$ cat config.mk
export PLATFORM = sky130hd
export DESIGN_NAME = padded_radix_number_formatter_top_flat
export DESIGN_NICKNAME = d
export VERILOG_FILES = /design/src/sv/prnf_pkg.sv /design/src/sv/prnf_if.sv /design/src/sv/prnf_front.sv /design/src/sv/prnf_queue.sv /design/src/sv/prnf_back.sv /design/src/sv/padded_radix_number_formatter_top.sv /design/src/flat_wrapper.sv
export SDC_FILE = /design/constraint.sdc
export NUM_CORES = 1
export LEC_CHECK = 0
export BUFFER_PORTS_ARGS = -buffer_cell sky130_fd_sc_hd__clkbuf_2
export CORE_MARGIN = 10
export CORE_UTILIZATION = 45
export CTS_CLUSTER_DIAMETER = 60
export DETAILED_ROUTE_END_ITERATION = 10
export PLACE_DENSITY = 0.63
export SYNTH_ARGS = -nofsm -noshare
export SYNTH_HDL_FRONTEND = slang
export SYNTH_SLANG_ARGS = --single-unit
$ cat constraint.sdc
create_clock -name clock -period 15.36 [get_ports clock]
set_input_delay 0 -clock clock [delete_from_list [all_inputs] [get_ports clock]]
set_output_delay 0 -clock clock [all_outputs]
set_load 0.01 [all_outputs]
$ cat src/sv/prnf_pkg.sv
`timescale 1ns / 1ps
// Shared types and constants for the padded radix number formatter.
// No dependencies; the other files that use it refer to this package by scoped names.
package prnf_pkg;

   // Default sizes for the top-level parameters.
   localparam int VALUE_BITS_DEF  = 64;
   localparam int QUEUE_DEPTH_DEF = 2;

   // Precision and width saturate here so a conversion never exceeds 64 characters.
   localparam logic [5:0] MAX_FIELD = 6'd62;

   localparam logic [4:0] RADIX_MIN = 5'd8;
   localparam logic [4:0] RADIX_MAX = 5'd16;

   localparam int COUNT_W = 7;

   localparam logic [7:0] ASCII_SPACE   = 8'h20;
   localparam logic [7:0] ASCII_ZERO    = 8'h30;
   localparam logic [7:0] ASCII_LOWER_A = 8'h61;
   localparam logic [7:0] ASCII_UPPER_A = 8'h41;
   localparam logic [7:0] ASCII_LOWER_X = 8'h78;
   localparam logic [7:0] ASCII_UPPER_X = 8'h58;
   localparam logic [7:0] ASCII_NUL     = 8'h00;

   typedef enum logic [1:0] {
      KIND_PLAIN   = 2'd0,
      KIND_LOWER_X = 2'd1,
      KIND_UPPER_X = 2'd2,
      KIND_POINTER = 2'd3
   } prnf_kind_type;

   // Layout of one conversion: each count field is the character position where a
   // segment ends (leading spaces, prefix, zeros, digits, then trailing spaces).
   typedef struct packed {
      logic [COUNT_W-1:0] lead_end;
      logic [COUNT_W-1:0] pfx_end;
      logic [COUNT_W-1:0] zero_end;
      logic [COUNT_W-1:0] digit_end;
      logic [COUNT_W-1:0] total;
      logic               upper_digits;
      logic               upper_x;
   } prnf_ctl_type;

endpackage

$ cat src/sv/prnf_if.sv
`timescale 1ns / 1ps
// Request and response channel interfaces of the padded radix number formatter.
// Depends on prnf_pkg for default sizes and the count width.
interface prnf_req_if #(
   parameter int VALUE_BITS = prnf_pkg::VALUE_BITS_DEF
);
   logic                  valid;
   logic                  ready;
   logic [VALUE_BITS-1:0] value;
   logic [4:0]            radix;
   logic                  upper_digits;
   logic [1:0]            conv_kind;
   logic                  alt_form;
   logic                  left_align;
   logic                  zero_pad;
   logic                  has_precision;
   logic [5:0]            precision;
   logic [5:0]            field_width;

   modport source (
      output valid, value, radix, upper_digits, conv_kind, alt_form, left_align,
             zero_pad, has_precision, precision, field_width,
      input  ready
   );
   modport sink (
      input  valid, value, radix, upper_digits, conv_kind, alt_form, left_align,
             zero_pad, has_precision, precision, field_width,
      output ready
   );
endinterface

interface prnf_rsp_if;
   logic                           valid;
   logic                           ready;
   logic [7:0]                     character;
   logic                           is_empty;
   logic                           is_last;
   logic [prnf_pkg::COUNT_W-1:0]   total_count;

   modport source (
      output valid, character, is_empty, is_last, total_count,
      input  ready
   );
   modport sink (
      input  valid, character, is_empty, is_last, total_count,
      output ready
   );
endinterface

$ cat src/sv/prnf_front.sv
`timescale 1ns / 1ps
// Front end: accepts requests, converts the value to digits by long division
// a byte per cycle, and lays out the text segments. Depends on prnf_pkg, prnf_if.
module prnf_front #(
   parameter int VALUE_BITS = prnf_pkg::VALUE_BITS_DEF
) (
   input  logic                          clock,
   input  logic                          reset,
   prnf_req_if.sink                      req_ch,
   output logic                          push_valid,
   output prnf_pkg::prnf_ctl_type        push_ctl,
   output logic [((VALUE_BITS+2)/3)*4-1:0] push_digits,
   input  logic                          queue_full
);

   localparam int NCHUNK      = (VALUE_BITS + 7) / 8;
   localparam int NB          = NCHUNK * 8;
   localparam int CHUNK_W     = (NCHUNK > 1) ? $clog2(NCHUNK) : 1;
   localparam int BOUND_W     = $clog2(VALUE_BITS + 1);
   localparam int DIGITS      = (VALUE_BITS + 2) / 3;
   localparam int DIDX_W      = $clog2(DIGITS);
   localparam int NDIG_W      = $clog2(DIGITS + 1);
   localparam int CW          = prnf_pkg::COUNT_W;
   localparam logic [CHUNK_W-1:0] CHUNK_START = CHUNK_W'((VALUE_BITS - 1) / 8);
   localparam logic [BOUND_W-1:0] BOUND_START = BOUND_W'(VALUE_BITS);

   typedef enum logic [1:0] {ST_IDLE, ST_DIVIDE, ST_PUSH} state_type;

   typedef struct packed {
      logic [4:0]              radix;
      logic                    upper_digits;
      prnf_pkg::prnf_kind_type kind;
      logic                    alt_form;
      logic                    left_align;
      logic                    zero_pad;
      logic                    has_precision;
      logic [5:0]              precision;
      logic [5:0]              field_width;
      logic                    is_zero;
   } opts_type;

   state_type             state_ff, state_in;
   logic                  hold_valid_ff, hold_valid_in;
   logic [VALUE_BITS-1:0] hold_value_ff, hold_value_in;
   opts_type              hold_opts_ff, hold_opts_in;
   opts_type              job_ff, job_in;
   logic [NB-1:0]         num_ff, num_in;
   logic [4:0]            rem_ff, rem_in;
   logic [CHUNK_W-1:0]    chunk_ff, chunk_in;
   logic [BOUND_W-1:0]    bound_ff, bound_in;
   logic [NDIG_W-1:0]     ndig_ff, ndig_in;
   logic [3:0]            digit_ff [DIGITS];
   logic [3:0]            digit_in [DIGITS];

   logic [7:0]            div_quo;
   logic [4:0]            div_rem;
   logic [NB-1:0]         num_step;
   logic                  take;
   logic                  accept;
   opts_type              cap_opts;
   logic [BOUND_W-1:0]    bound_next;
   logic [BOUND_W-1:0]    bound_less;

   assign req_ch.ready = !hold_valid_ff;
   assign accept       = req_ch.valid && !hold_valid_ff;

   // Clamp radix, precision and width on capture.
   always_comb begin
      cap_opts.radix = req_ch.radix;
      if (req_ch.radix < prnf_pkg::RADIX_MIN) begin
         cap_opts.radix = prnf_pkg::RADIX_MIN;
      end else if (req_ch.radix > prnf_pkg::RADIX_MAX) begin
         cap_opts.radix = prnf_pkg::RADIX_MAX;
      end
      cap_opts.upper_digits  = req_ch.upper_digits;
      cap_opts.kind          = prnf_pkg::prnf_kind_type'(req_ch.conv_kind);
      cap_opts.alt_form      = req_ch.alt_form;
      cap_opts.left_align    = req_ch.left_align;
      cap_opts.zero_pad      = req_ch.zero_pad;
      cap_opts.has_precision = req_ch.has_precision;
      cap_opts.precision     = (req_ch.precision > prnf_pkg::MAX_FIELD) ?
                               prnf_pkg::MAX_FIELD : req_ch.precision;
      cap_opts.field_width   = (req_ch.field_width > prnf_pkg::MAX_FIELD) ?
                               prnf_pkg::MAX_FIELD : req_ch.field_width;
      cap_opts.is_zero       = (req_ch.value == '0);
   end

   // One byte of restoring long division by the radix.
   always_comb begin
      logic [4:0] r;
      logic [7:0] chunk_bits;
      r          = rem_ff;
      chunk_bits = num_ff[chunk_ff*8 +: 8];
      div_quo    = '0;
      for (int i = 7; i >= 0; i--) begin
         r = {r[3:0], chunk_bits[i]};
         if (r >= job_ff.radix) begin
            r          = r - job_ff.radix;
            div_quo[i] = 1'b1;
         end
      end
      div_rem = r;
      num_step = num_ff;
      num_step[chunk_ff*8 +: 8] = div_quo;
   end

   // Quotient shrinks by at least three bits per digit since the radix is 8 or more.
   assign bound_less = bound_ff - BOUND_W'(3);
   assign bound_next = (bound_ff > BOUND_W'(3)) ? bound_less : BOUND_W'(1);

   always_comb begin
      logic [BOUND_W-1:0] bound_m1;
      state_in      = state_ff;
      hold_valid_in = hold_valid_ff;
      hold_value_in = hold_value_ff;
      hold_opts_in  = hold_opts_ff;
      job_in        = job_ff;
      num_in        = num_ff;
      rem_in        = rem_ff;
      chunk_in      = chunk_ff;
      bound_in      = bound_ff;
      ndig_in       = ndig_ff;
      digit_in      = digit_ff;
      take          = 1'b0;
      bound_m1      = bound_next - BOUND_W'(1);

      if (accept) begin
         hold_valid_in = 1'b1;
         hold_value_in = req_ch.value;
         hold_opts_in  = cap_opts;
      end

      unique case (state_ff)
         ST_IDLE: begin
            take = hold_valid_ff;
         end
         ST_DIVIDE: begin
            num_in = num_step;
            rem_in = div_rem;
            if (chunk_ff == '0) begin
               digit_in[ndig_ff[DIDX_W-1:0]] = div_rem[3:0];
               ndig_in = ndig_ff + NDIG_W'(1);
               rem_in  = '0;
               if (num_step == '0) begin
                  state_in = ST_PUSH;
               end else begin
                  bound_in = bound_next;
                  chunk_in = CHUNK_W'(bound_m1 >> 3);
               end
            end else begin
               chunk_in = chunk_ff - CHUNK_W'(1);
            end
         end
         ST_PUSH: begin
            if (!queue_full) begin
               take     = hold_valid_ff;
               state_in = ST_IDLE;
            end
         end
         default: state_in = ST_IDLE;
      endcase

      if (take) begin
         state_in      = ST_DIVIDE;
         hold_valid_in = 1'b0;
         job_in        = hold_opts_ff;
         num_in        = NB'(hold_value_ff);
         rem_in        = '0;
         chunk_in      = CHUNK_START;
         bound_in      = BOUND_START;
         ndig_in       = '0;
      end
   end

   always_ff @(posedge clock) begin
      if (reset) begin
         state_ff      <= ST_IDLE;
         hold_valid_ff <= 1'b0;
      end else begin
         state_ff      <= state_in;
         hold_valid_ff <= hold_valid_in;
      end
      hold_value_ff <= hold_value_in;
      hold_opts_ff  <= hold_opts_in;
      job_ff        <= job_in;
      num_ff        <= num_in;
      rem_ff        <= rem_in;
      chunk_ff      <= chunk_in;
      bound_ff      <= bound_in;
      ndig_ff       <= ndig_in;
      digit_ff      <= digit_in;
   end

   // Segment layout of the finished conversion.
   always_comb begin
      logic          show;
      logic          prefix;
      logic          zfill_on;
      logic          lead_on;
      logic [CW-1:0] len;
      logic [CW-1:0] prec;
      logic [CW-1:0] width;
      logic [CW-1:0] pad;
      logic [CW-1:0] pfx;
      logic [CW-1:0] body;
      logic [CW-1:0] fill;
      show   = !(job_ff.is_zero && job_ff.has_precision && job_ff.precision == '0 &&
                 job_ff.kind != prnf_pkg::KIND_POINTER);
      len    = show ? CW'(ndig_ff) : '0;
      prec   = CW'(job_ff.precision);
      width  = CW'(job_ff.field_width);
      pad    = (job_ff.has_precision && prec > len) ? prec - len : '0;
      prefix = (job_ff.kind == prnf_pkg::KIND_POINTER) ||
               (job_ff.alt_form && !job_ff.is_zero &&
                (job_ff.kind == prnf_pkg::KIND_LOWER_X ||
                 job_ff.kind == prnf_pkg::KIND_UPPER_X));
      pfx    = prefix ? CW'(2) : '0;
      body   = len + pad + pfx;
      fill   = (width > body) ? width - body : '0;
      zfill_on = !job_ff.left_align && job_ff.zero_pad && !job_ff.has_precision;
      lead_on  = !job_ff.left_align && !(job_ff.zero_pad && !job_ff.has_precision);
      push_ctl.lead_end     = lead_on ? fill : '0;
      push_ctl.pfx_end      = push_ctl.lead_end + pfx;
      push_ctl.zero_end     = push_ctl.pfx_end + pad + (zfill_on ? fill : '0);
      push_ctl.digit_end    = push_ctl.zero_end + len;
      push_ctl.total        = push_ctl.digit_end + (job_ff.left_align ? fill : '0);
      push_ctl.upper_digits = job_ff.upper_digits;
      push_ctl.upper_x      = (job_ff.kind == prnf_pkg::KIND_UPPER_X);
   end

   assign push_valid = (state_ff == ST_PUSH) && !queue_full;

   for (genvar g = 0; g < DIGITS; g++) begin : g_pack
      assign push_digits[g*4 +: 4] = digit_ff[g];
   end

endmodule

$ cat src/sv/prnf_queue.sv
`timescale 1ns / 1ps
// Short register queue between the front end and the character emitter.
// No package dependencies.
module prnf_queue #(
   parameter int WIDTH = 8,
   parameter int DEPTH = 2
) (
   input  logic             clock,
   input  logic             reset,
   input  logic             push,
   input  logic [WIDTH-1:0] push_data,
   output logic             full,
   input  logic             pop,
   output logic [WIDTH-1:0] pop_data,
   output logic             empty
);

   localparam int PTR_W = (DEPTH > 1) ? $clog2(DEPTH) : 1;
   localparam int CNT_W = $clog2(DEPTH + 1);
   localparam logic [PTR_W-1:0] PTR_LAST = PTR_W'(DEPTH - 1);

   logic [WIDTH-1:0] mem_ff [DEPTH];
   logic [PTR_W-1:0] wr_ptr_ff, wr_ptr_in;
   logic [PTR_W-1:0] rd_ptr_ff, rd_ptr_in;
   logic [CNT_W-1:0] count_ff, count_in;

   assign full     = (count_ff == CNT_W'(DEPTH));
   assign empty    = (count_ff == '0);
   assign pop_data = mem_ff[rd_ptr_ff];

   always_comb begin
      wr_ptr_in = wr_ptr_ff;
      rd_ptr_in = rd_ptr_ff;
      count_in  = count_ff;
      if (push) begin
         wr_ptr_in = (wr_ptr_ff == PTR_LAST) ? '0 : wr_ptr_ff + PTR_W'(1);
      end
      if (pop) begin
         rd_ptr_in = (rd_ptr_ff == PTR_LAST) ? '0 : rd_ptr_ff + PTR_W'(1);
      end
      if (push && !pop) begin
         count_in = count_ff + CNT_W'(1);
      end else if (pop && !push) begin
         count_in = count_ff - CNT_W'(1);
      end
   end

   always_ff @(posedge clock) begin
      if (reset) begin
         wr_ptr_ff <= '0;
         rd_ptr_ff <= '0;
         count_ff  <= '0;
      end else begin
         wr_ptr_ff <= wr_ptr_in;
         rd_ptr_ff <= rd_ptr_in;
         count_ff  <= count_in;
      end
      if (push) begin
         mem_ff[wr_ptr_ff] <= push_data;
      end
   end

endmodule

$ cat src/sv/prnf_back.sv
`timescale 1ns / 1ps
// Back end: walks the queued conversion one character per cycle, as long as rsp_ch
// accepts, into the response output register. Depends on prnf_pkg and prnf_if.
module prnf_back #(
   parameter int VALUE_BITS = prnf_pkg::VALUE_BITS_DEF
) (
   input  logic                            clock,
   input  logic                            reset,
   input  prnf_pkg::prnf_ctl_type          head_ctl,
   input  logic [((VALUE_BITS+2)/3)*4-1:0] head_digits,
   input  logic                            head_empty,
   output logic                            pop,
   prnf_rsp_if.source                      rsp_ch
);

   localparam int DIGITS = (VALUE_BITS + 2) / 3;
   localparam int DIDX_W = $clog2(DIGITS);
   localparam int CW     = prnf_pkg::COUNT_W;

   logic [CW-1:0] pos_ff, pos_in;
   logic          valid_ff, valid_in;
   logic [7:0]    char_ff, char_in;
   logic          empty_ff, empty_in;
   logic          last_ff, last_in;
   logic [CW-1:0] count_ff, count_in;

   logic          advance;
   logic          emit;
   logic          last;
   logic [CW-1:0] didx_full;
   logic [3:0]    digit;
   logic [7:0]    digit_char;
   logic [7:0]    cur_char;

   assign advance   = !valid_ff || rsp_ch.ready;
   assign emit      = advance && !head_empty;
   assign last      = (head_ctl.total == '0) || (pos_ff + CW'(1) == head_ctl.total);
   assign pop       = emit && last;

   assign didx_full = head_ctl.digit_end - CW'(1) - pos_ff;
   assign digit     = head_digits[didx_full[DIDX_W-1:0]*4 +: 4];

   always_comb begin
      if (digit < 4'd10) begin
         digit_char = prnf_pkg::ASCII_ZERO + {4'b0000, digit};
      end else begin
         digit_char = (head_ctl.upper_digits ? prnf_pkg::ASCII_UPPER_A :
                       prnf_pkg::ASCII_LOWER_A) + {4'b0000, digit} - 8'd10;
      end
   end

   always_comb begin
      priority if (head_ctl.total == '0) begin
         cur_char = prnf_pkg::ASCII_NUL;
      end else if (pos_ff < head_ctl.lead_end) begin
         cur_char = prnf_pkg::ASCII_SPACE;
      end else if (pos_ff < head_ctl.pfx_end) begin
         if (pos_ff == head_ctl.lead_end) begin
            cur_char = prnf_pkg::ASCII_ZERO;
         end else begin
            cur_char = head_ctl.upper_x ? prnf_pkg::ASCII_UPPER_X : prnf_pkg::ASCII_LOWER_X;
         end
      end else if (pos_ff < head_ctl.zero_end) begin
         cur_char = prnf_pkg::ASCII_ZERO;
      end else if (pos_ff < head_ctl.digit_end) begin
         cur_char = digit_char;
      end else begin
         cur_char = prnf_pkg::ASCII_SPACE;
      end
   end

   always_comb begin
      pos_in   = pos_ff;
      valid_in = valid_ff;
      char_in  = char_ff;
      empty_in = empty_ff;
      last_in  = last_ff;
      count_in = count_ff;
      if (emit) begin
         valid_in = 1'b1;
         char_in  = cur_char;
         empty_in = (head_ctl.total == '0);
         last_in  = last;
         count_in = last ? head_ctl.total : '0;
         pos_in   = last ? '0 : pos_ff + CW'(1);
      end else if (advance) begin
         valid_in = 1'b0;
      end
   end

   always_ff @(posedge clock) begin
      if (reset) begin
         pos_ff   <= '0;
         valid_ff <= 1'b0;
      end else begin
         pos_ff   <= pos_in;
         valid_ff <= valid_in;
      end
      char_ff  <= char_in;
      empty_ff <= empty_in;
      last_ff  <= last_in;
      count_ff <= count_in;
   end

   assign rsp_ch.valid       = valid_ff;
   assign rsp_ch.character   = char_ff;
   assign rsp_ch.is_empty    = empty_ff;
   assign rsp_ch.is_last     = last_ff;
   assign rsp_ch.total_count = count_ff;

endmodule

$ cat src/sv/padded_radix_number_formatter_top.sv
`timescale 1ns / 1ps
// Padded radix number formatter: prints an unsigned value as printf-style text.
// Uses prnf_pkg, prnf_if, prnf_front, prnf_queue and prnf_back.
//
// req_ch takes one request: value, radix (8..16, clamped), digit case, kind
// (plain, x, X, p), hash/minus/zero flags, precision and field width (both
// saturate at 62). rsp_ch returns the text one character per response; the
// final response carries is_last and the total character count. A conversion
// that prints nothing returns a single response flagged is_empty.
// The front end divides the value by the radix a byte per cycle, one digit per
// pass over the quotient; passes shrink as the quotient loses bits, and larger
// radices or small values need fewer of them. An idle front end moves the
// request from the holding register into the divider and, once the last digit
// is out, hands the layout to the queue, waiting while the queue is full. The
// back end then emits one character per cycle (up to 64) while rsp_ch.ready
// allows it. The divider and the emitter overlap through the queue, so the
// sustained throughput is set by the slower of the two. A one-entry input
// holding register takes the next request while the divider is busy.
// Reset (synchronous, active high) empties the holding register, queue and
// output register; no request is in flight afterwards. When the receiver holds
// rsp_ch.ready low the output register holds its character, the queue fills,
// and then req_ch.ready drops.
module padded_radix_number_formatter_top #(
   parameter int VALUE_BITS  = prnf_pkg::VALUE_BITS_DEF,
   parameter int QUEUE_DEPTH = prnf_pkg::QUEUE_DEPTH_DEF
) (
   input  logic        clock,
   input  logic        reset,
   prnf_req_if.sink    req_ch,
   prnf_rsp_if.source  rsp_ch
);

   localparam int DIGITS  = (VALUE_BITS + 2) / 3;
   localparam int DIG_W   = DIGITS * 4;
   localparam int CTL_W   = $bits(prnf_pkg::prnf_ctl_type);
   localparam int ENTRY_W = CTL_W + DIG_W;

   // Front to queue
   logic                   push_valid;
   prnf_pkg::prnf_ctl_type push_ctl;
   logic [DIG_W-1:0]       push_digits;
   logic                   queue_full;

   // Queue to back
   logic [ENTRY_W-1:0]     head_entry;
   prnf_pkg::prnf_ctl_type head_ctl;
   logic [DIG_W-1:0]       head_digits;
   logic                   head_empty;
   logic                   pop;

   // Accept, divide, lay out segments.
   prnf_front #(
      .VALUE_BITS (VALUE_BITS)
   ) u_front (
      .clock       (clock),
      .reset       (reset),
      .req_ch      (req_ch),
      .push_valid  (push_valid),
      .push_ctl    (push_ctl),
      .push_digits (push_digits),
      .queue_full  (queue_full)
   );

   // Decouple the divider from the emitter.
   prnf_queue #(
      .WIDTH (ENTRY_W),
      .DEPTH (QUEUE_DEPTH)
   ) u_queue (
      .clock     (clock),
      .reset     (reset),
      .push      (push_valid),
      .push_data ({push_ctl, push_digits}),
      .full      (queue_full),
      .pop       (pop),
      .pop_data  (head_entry),
      .empty     (head_empty)
   );

   assign head_ctl    = prnf_pkg::prnf_ctl_type'(head_entry[ENTRY_W-1 -: CTL_W]);
   assign head_digits = head_entry[DIG_W-1:0];

   // Emit one character per cycle into the response register while rsp_ch accepts.
   prnf_back #(
      .VALUE_BITS (VALUE_BITS)
   ) u_back (
      .clock       (clock),
      .reset       (reset),
      .head_ctl    (head_ctl),
      .head_digits (head_digits),
      .head_empty  (head_empty),
      .pop         (pop),
      .rsp_ch      (rsp_ch)
   );

   // An empty conversion is a single final response with no count.
   a_empty_is_final : assert property (@(posedge clock) disable iff (reset)
      rsp_ch.valid && rsp_ch.is_empty |-> rsp_ch.is_last && rsp_ch.total_count == '0)
      else $error("empty response not final or has a count");

   // Only the final response carries the count.
   a_count_on_last : assert property (@(posedge clock) disable iff (reset)
      rsp_ch.valid && !rsp_ch.is_last |-> rsp_ch.total_count == '0)
      else $error("count on a non-final response");

   // A non-empty conversion reports between 1 and 64 characters.
   a_count_range : assert property (@(posedge clock) disable iff (reset)
      rsp_ch.valid && rsp_ch.is_last && !rsp_ch.is_empty |->
      rsp_ch.total_count != '0 && rsp_ch.total_count <= 7'd64)
      else $error("final count out of range");

   // Nothing is presented right after reset.
   a_quiet_after_reset : assert property (@(posedge clock) disable iff (reset)
      $past(reset) |-> !rsp_ch.valid)
      else $error("response valid right after reset");

endmodule
$ cat src/flat_wrapper.sv
// flat-port wrapper written by rule: the top's interface ports become plain ports
module padded_radix_number_formatter_top_flat 
#(
   parameter int VALUE_BITS  = prnf_pkg::VALUE_BITS_DEF,
   parameter int QUEUE_DEPTH = prnf_pkg::QUEUE_DEPTH_DEF
)
  (clock, reset, req_ch_valid, req_ch_value, req_ch_radix, req_ch_upper_digits, req_ch_conv_kind, req_ch_alt_form, req_ch_left_align, req_ch_zero_pad, req_ch_has_precision, req_ch_precision, req_ch_field_width, req_ch_ready, rsp_ch_valid, rsp_ch_character, rsp_ch_is_empty, rsp_ch_is_last, rsp_ch_total_count, rsp_ch_ready);
  prnf_req_if #(.VALUE_BITS(VALUE_BITS)) req_ch_i ();
  prnf_rsp_if rsp_ch_i ();
  input  logic clock;
  input  logic reset;
  input wire logic [$bits(req_ch_i.valid)-1:0] req_ch_valid;
  input wire logic [$bits(req_ch_i.value)-1:0] req_ch_value;
  input wire logic [$bits(req_ch_i.radix)-1:0] req_ch_radix;
  input wire logic [$bits(req_ch_i.upper_digits)-1:0] req_ch_upper_digits;
  input wire logic [$bits(req_ch_i.conv_kind)-1:0] req_ch_conv_kind;
  input wire logic [$bits(req_ch_i.alt_form)-1:0] req_ch_alt_form;
  input wire logic [$bits(req_ch_i.left_align)-1:0] req_ch_left_align;
  input wire logic [$bits(req_ch_i.zero_pad)-1:0] req_ch_zero_pad;
  input wire logic [$bits(req_ch_i.has_precision)-1:0] req_ch_has_precision;
  input wire logic [$bits(req_ch_i.precision)-1:0] req_ch_precision;
  input wire logic [$bits(req_ch_i.field_width)-1:0] req_ch_field_width;
  output wire logic [$bits(req_ch_i.ready)-1:0] req_ch_ready;
  output wire logic [$bits(rsp_ch_i.valid)-1:0] rsp_ch_valid;
  output wire logic [$bits(rsp_ch_i.character)-1:0] rsp_ch_character;
  output wire logic [$bits(rsp_ch_i.is_empty)-1:0] rsp_ch_is_empty;
  output wire logic [$bits(rsp_ch_i.is_last)-1:0] rsp_ch_is_last;
  output wire logic [$bits(rsp_ch_i.total_count)-1:0] rsp_ch_total_count;
  input wire logic [$bits(rsp_ch_i.ready)-1:0] rsp_ch_ready;
  assign req_ch_i.valid = req_ch_valid;
  assign req_ch_i.value = req_ch_value;
  assign req_ch_i.radix = req_ch_radix;
  assign req_ch_i.upper_digits = req_ch_upper_digits;
  assign req_ch_i.conv_kind = req_ch_conv_kind;
  assign req_ch_i.alt_form = req_ch_alt_form;
  assign req_ch_i.left_align = req_ch_left_align;
  assign req_ch_i.zero_pad = req_ch_zero_pad;
  assign req_ch_i.has_precision = req_ch_has_precision;
  assign req_ch_i.precision = req_ch_precision;
  assign req_ch_i.field_width = req_ch_field_width;
  assign req_ch_ready = req_ch_i.ready;
  assign rsp_ch_valid = rsp_ch_i.valid;
  assign rsp_ch_character = rsp_ch_i.character;
  assign rsp_ch_is_empty = rsp_ch_i.is_empty;
  assign rsp_ch_is_last = rsp_ch_i.is_last;
  assign rsp_ch_total_count = rsp_ch_i.total_count;
  assign rsp_ch_i.ready = rsp_ch_ready;
  padded_radix_number_formatter_top #(.VALUE_BITS(VALUE_BITS), .QUEUE_DEPTH(QUEUE_DEPTH)) u_core (.clock(clock), .reset(reset), .req_ch(req_ch_i), .rsp_ch(rsp_ch_i));
endmodule
==> results of run 1 <==
==> layer usage <==
metal	track usage, %	vias up	share of wire [%]
met2	29.69	535	49
li1	-	7818	-
met4	6.255	0	3.2
met3	2.594	138	5.1
met5	0	-	0
met1	22.59	8245	42
==> cell type report <==
| type | instances | area, µm² |
|---|---|---|
| fill | 4837 | 27680 |
| sequential | 565 | 16620 |
| multi-input combinational | 1204 | 9429 |
| timing repair buffer | 231 | 1699 |
| clock buffer | 69 | 1556 |
| tap | 773 | 967.2 |
| clock inverter | 46 | 604.3 |
| inverter | 90 | 340.3 |
| antenna | 3 | 7.507 |
==> timing repair <==
action,in CTS,in global routing
setup endpoints to repair,0,0
hold endpoints to repair,128,0
hold buffers,95,0
setup buffers,0,0
==> cell families (layout without fill, tap and decap cells) <==
| logic type | Yosys count | in the layout | share of synthesized area (%) |
|---|---|---|---|
| flops | 565 | 565 | 62.08 |
| simple gates | 506 | 506 | 9.023 |
| compound gates | 347 | 347 | 8.088 |
| buf+inv | 183 | 436 | 2.805 |
| fa+ha+maj | 143 | 143 | 7.302 |
| mux | 143 | 143 | 8.592 |
| xor+xnor | 64 | 64 | 2.094 |
| other cells | 1 | 4 | 0.01401 |
==> how the worst min path moves through the flow <==
stage	startpoint	to	slack, ns
after global placement	req_ch_has_precision	u_core.u_front.hold_opts_ff[13]	0.18
final	req_ch_left_align	u_core.u_front.hold_opts_ff[15]	0.08
after global routing	req_ch_left_align	u_core.u_front.hold_opts_ff[15]	0.06
after floorplan	req_ch_has_precision	u_core.u_front.hold_opts_ff[13]	0.1
after CTS	req_ch_left_align	u_core.u_front.hold_opts_ff[15]	0.02
after detailed placement	req_ch_left_align	u_core.u_front.hold_opts_ff[15]	0.18
==> worst max-delay path: cells and delay by family, from the launching register on <==
kind                     cells  cell delay (ns)
flip-flops                   1             0.76
adder cells (fa/ha/maj)      8             2.72
AND/OR/NAND/NOR             11             1.76
multiplexers                 3             1.11
AO/OA/AOI/OAI               26             5.91
buffers and inverters        6             1.90
==> per-stage QoR <==
step / hold slack [ns] / util, % / setup slack, ns / std cells / instance area [µm²]
after floorplan: 0.09887 / - / 2.473 / 1952 / 26760
after global placement: 0.1809 / 47.71 / 2.007 / 2768 / 28100
after detailed placement: 0.1787 / 47.71 / 1.224 / 2768 / 28100
after CTS: 0.02232 / 52.99 / 1.246 / 2978 / 31220
after global routing: 0.06058 / 53.00 / 0.1238 / 2980 / 31220
final: 0.07659 / 53.00 / 1.087 / 2981 / 31220
==> flip-flops by register name, indices dropped and copies added, names as in the netlist, named ones only <==
name                              cells
u_core.u_queue.mem_ff               248
u_core.u_front.push_digits           88
u_core.u_front.hold_value_ff         64
u_core.u_front.num_ff                64
u_core.u_front.hold_opts_ff          25
u_core.u_front.job_ff                24
u_core.u_back.pos_ff                  7
u_core.u_back.rsp_ch.character        7
u_core.u_back.rsp_ch.total_count      7
u_core.u_front.bound_ff               7
u_core.u_front.ndig_ff                5
u_core.u_front.rem_ff                 4
u_core.u_front.chunk_ff               3
u_core.u_front.state_ff               2
u_core.u_queue.count_ff               2
u_core.u_back.rsp_ch.is_empty         1
u_core.u_back.rsp_ch.is_last          1
u_core.u_back.rsp_ch.valid            1
u_core.u_front.hold_valid_ff          1
u_core.u_front.push_ctl               1
u_core.u_queue.rd_ptr_ff              1
u_core.u_queue.wr_ptr_ff              1
==> cell usage in the layout (no fill, tap or decap), types with 8 or more instances in the layout <==
cell type      Yosys  final
ha_1             121    121
nor3_1            62     62
o21ai_0          122    120
clkinv_1           0      9
and3_1            10     10
mux4_2            68     68
inv_1             89     88
mux2i_1           61     60
nor2_1           111    111
nand4_1           18     18
mux2_2            14     14
dlygate4sd3_1      0     95
or3_1              8      8
nor2b_1           24     22
fa_1              22     22
o31a_1             8      8
a21o_1            17     17
edfxtp_1         530    530
clkinv_2           0     12
clkbuf_2           0    109
bufinv_16          0     10
dfxtp_1           35     34
nor4_1            29     29
o21a_1            22     22
xor2_1            29     29
and2_1             9      8
nand2_1          163    162
xnor2_1           35     35
buf_4              7     27
nand2b_1          14     14
clkbuf_1          62      8
a21oi_1           95     95
o22ai_1           10     10
nand3_1           27     27
clkbuf_16          0     61
==> run metrics, run 1 <==
Max Transition Viols Final 0; Fin. Hold Viols 0; top cells by area, synth edfxtp_1, mux4_2, ha_1, dfxtp_1, nand2_1; slowest CP cell edfxtp_1; Fmax 70.06 MHz; post-cts resize count 0; Sink Count 565; die height 263.9 µm; worst slew pin tran 1.024 ns; Die W 263.9 µm; Cell Area, Synth 26760 µm²; critical path arrival 14.80 ns; post-route clock skew 0.07311 ns; min cycle time layout 14.27 ns; clock tree from TritonCTS built; critical path type flop to flop; post-synthesis cell count 1952; Yosys top cell area share 59.46%; number of DRC markers in iteration 0 1463; latest clock arrival within the worst-skew pair 0.66 ns; Routed Antenna Nets 0; DRC viols 0; reg-to-reg startpoint u_core.u_front.job_ff[21]; routed vias 16.74k; Yosys warnings 0; crit-path max FO 20; top-count cell post-synth edfxtp_1; syn_area_per_cell 13.71 µm²; CP endpoint u_core.u_front.bound_ff[0]; hold depth 2; Post-synth EDFFs 530; DR WL/cell 20.86 µm; number of I/O pins 111; gr ovfl total 0; cells on worst reg2reg path 54; first-pass GRT wire length 98.13 mm; Max-slew headroom 31.70%; ys flop type edfxtp_1; P&R area growth vs syn 16.66%; FF-to-FF End u_core.u_front.bound_ff[0]; Longest Clk Path Bufs 3; post-synthesis cell type count 75; Root Driver clkbuf_16; CTS Buf Count 61; initial core utilization 45.43%; count of state elements after synthesis 565; core area 58910 µm²; syn nets 2187; via/cell ratio 5.614; area leader, netlist edfxtp_1; Required @ worst endpoint 15.89 ns; ys async rst share 0%; Cell Rows 89; Setup crit end kind flop; Total GRT Usage 17.54%; critical path's largest stage delay 0.76 ns; crit path from u_core.u_front.job_ff[21]; part of the Yosys area used for sequential elements 62.08%; Setup TNS Final 0 ns; final worst path period share 92.92%; commonest cells in the netlist edfxtp_1, nand2_1, o21ai_0, ha_1, nor2_1; Max H-tree Level 2; vias in the first global route 17.28k; largest net degree at the start of global routing 78; Pre-Repair DR Iteration Count 5; clk slew on worst S/H paths 0.06 ns; RSZ-0062 raised after global routing false; Routability Congestion 0.9379; status complete, no violations; setup violators final 0; I/O Buffers 109; half-perimeter wire length after placement 41.79 mm; HP Class primary input to flop; initial antenna violation count 2; Final nets 2388; CP Launch Type flop; reg-to-reg slack, setup 1.09 ns; fraction of layout instances using a drive strength above 1 15.65%; WL final 62.18 mm; die area 69630 µm²; max-cap viol count 0
Power of run 1 is not shown: default switching activity piles up to over one toggle a cycle in this logic, so the estimate is an artifact.
==> run 2, diff against run 1 <==
- REMOVE_ABC_BUFFERS: not set -> 1
==> run metrics, run 2 (synthesis results as in run 1) <==
Root Driver clkbuf_16; hold depth 2 (unchanged); Routability Congestion 0.9391 (+0.13%); reg-to-reg slack, setup 1.33 ns (+0.24 ns); post-route clock skew 0.08233 ns (+0.009222 ns); slowest CP cell dfxtp_1; FF-to-FF End u_core.u_front.bound_ff[0]; vias in the first global route 17.03k (-1.4%); Biggest register u_core.u_queue.mem_ff; Setup crit end kind flop; Max H-tree Level 2 (unchanged); P&R area growth vs syn 16.06%; gr ovfl total 0 (unchanged); Fill cells 4795 (-0.87%); Largest register FFs 248 (unchanged); post-cts resize count 0 (unchanged); Cell Rows 89 (unchanged); cells on worst reg2reg path 57 (+5.6%); Final nets 2384 (-0.17%); Total GRT Usage 17.26% (-0.28 points); Die W 263.9 µm (unchanged); Sink Count 565 (unchanged); Pre-Repair DR Iteration Count 7 (+2); final worst path period share 91.36% (-1.6 points); half-perimeter wire length after placement 41.64 mm (-0.36%); max-cap viol count 0 (unchanged); commonest cells after routing, fill and taps aside edfxtp_1, nand2_1, o21ai_0, ha_1, nor2_1; Worst Hold Endpoint u_core.u_front.hold_opts_ff[15]; critical path's largest stage delay 0.77 ns (about the same); Fin. Hold Viols 0 (unchanged); min cycle time layout 14.03 ns (-0.2405 ns); worst slew pin tran 1.182 ns (+0.1578 ns); reg-to-reg startpoint u_core.u_front.chunk_ff[0]; routed vias 16.54k (-1.2%); Required @ worst endpoint 15.89 ns (about the same); CTS Buf Count 60 (-1.6%); most common cell after layout, fill and taps aside edfxtp_1; initial antenna violation count 1 (-1); Max Transition Viols Final 0 (unchanged); DRC viols 0 (unchanged); die area 69630 µm² (unchanged); critical path type flop to flop; initial core utilization 45.43% (unchanged); HP Class primary input to flop; WL final 61.39 mm (-1.3%); clock tree from TritonCTS built; first-pass GRT wire length 96.32 mm (-1.8%); number of I/O pins 111 (unchanged); RSZ-0062 raised after global routing false; latest clock arrival within the worst-skew pair 0.66 ns (about the same); via/cell ratio 5.563 (-0.92%); die height 263.9 µm (unchanged); Longest Clk Path Bufs 3 (unchanged); critical path arrival 14.56 ns (-0.24 ns); number of DRC markers in iteration 0 1260 (-14%); core area 58910 µm² (unchanged); clk slew on worst S/H paths 0.06 ns (about the same); setup violators final 0 (unchanged); fraction of layout instances using a drive strength above 1 15.64% (about the same); Routed Antenna Nets 0 (unchanged); min-delay src req_ch_left_align; I/O Buffers 109 (unchanged); CP Launch Type flop; largest net degree at the start of global routing 124 (+59%); status complete, no violations; Fmax 71.26 MHz (+1.7%); Max-slew headroom 20.14% (-12 points); crit-path max FO 21 (+5.0%); DR WL/cell 20.65 µm (-1.0%); hold slack final 0.08838 ns (+0.01179 ns)
## run 2: cell types whose count changed in the layout (fill, tap and decap cells not counted), moves of 2 or more
cell	delta
clkbuf_8	+4
diode_2	-2
clkbuf_1	-2
buf_4	-3
clkinv_1	-2
bufinv_16	-5
inv_8	-2
clkinv_2	+3
## run 2: per-layer routing
metal | wire, µm | global-route usage, % | up-vias
met4 | 2306 | 7.135 | 0
met3 | 3169 | 2.677 | 142
li1 | - | - | 7816
met1 | 26000 | 21.98 | 8039
met2 | 29910 | 28.98 | 541
met5 | 0 | 0 | -
## run 2: critical path: cells and delay by family (launching register included)
kind	cells	cell delay (ns)
buf+inv	7	2.08
flops	1	0.77
mux	6	2.17
simple gates	12	1.78
compound gates	24	4.70
fa+ha+maj	8	2.44
## run 2: cell type report
type	instances	area, µm²	share of cell area, %
diodes	1	2.502	0.008056
clock buffers	70	1579	5.083
clock inverters	42	445.4	1.434
inverters	90	340.3	1.096
multi-input cells	1204	9432	30.36
flip-flops and latches	565	16620	53.50
well taps	773	967.2	3.114
repair buffers	228	1677	5.398
## run 2: worst max path at each step
stage / slack [ns] / end / start / cells past startpoint
after global routing: 0.32 / u_core.u_front.bound_ff[0] / u_core.u_front.chunk_ff[0] / 57
after detailed placement: 1.47 / u_core.u_front.bound_ff[0] / u_core.u_front.chunk_ff[0] / 57
after floorplan: -0.11 / u_core.u_front.chunk_ff[2] / u_core.u_front.chunk_ff[0] / 47
after global placement: 2.12 / u_core.u_front.bound_ff[0] / u_core.u_front.chunk_ff[0] / 57
final: 1.33 / u_core.u_front.bound_ff[0] / u_core.u_front.chunk_ff[0] / 57
after CTS: 1.51 / u_core.u_front.bound_ff[0] / u_core.u_front.chunk_ff[0] / 57
## run 2: per-stage QoR
step	utilization [%]	instances	setup TNS [ns]	worst slack (ns)	area, µm²
2_1_floorplan	-	1859	-0.3765	-0.1143	26350
3_3_place_gp	47.68	2765	0	2.120	28080
3_5_place_dp	47.68	2765	0	1.467	28080
4_1_cts	52.73	2972	0	1.509	31060
5_1_grt	52.73	2973	0	0.3153	31060
6_report	52.73	2973	0	1.327	31060
## run 2: timing repair
| action | CTS | global route |
|---|---|---|
| buffers inserted | 0 | 0 |
| hold buffers | 95 | 0 |
| endpoints found under the hold margin | 105 | 0 |
Power of run 2 is left out for the same reason.
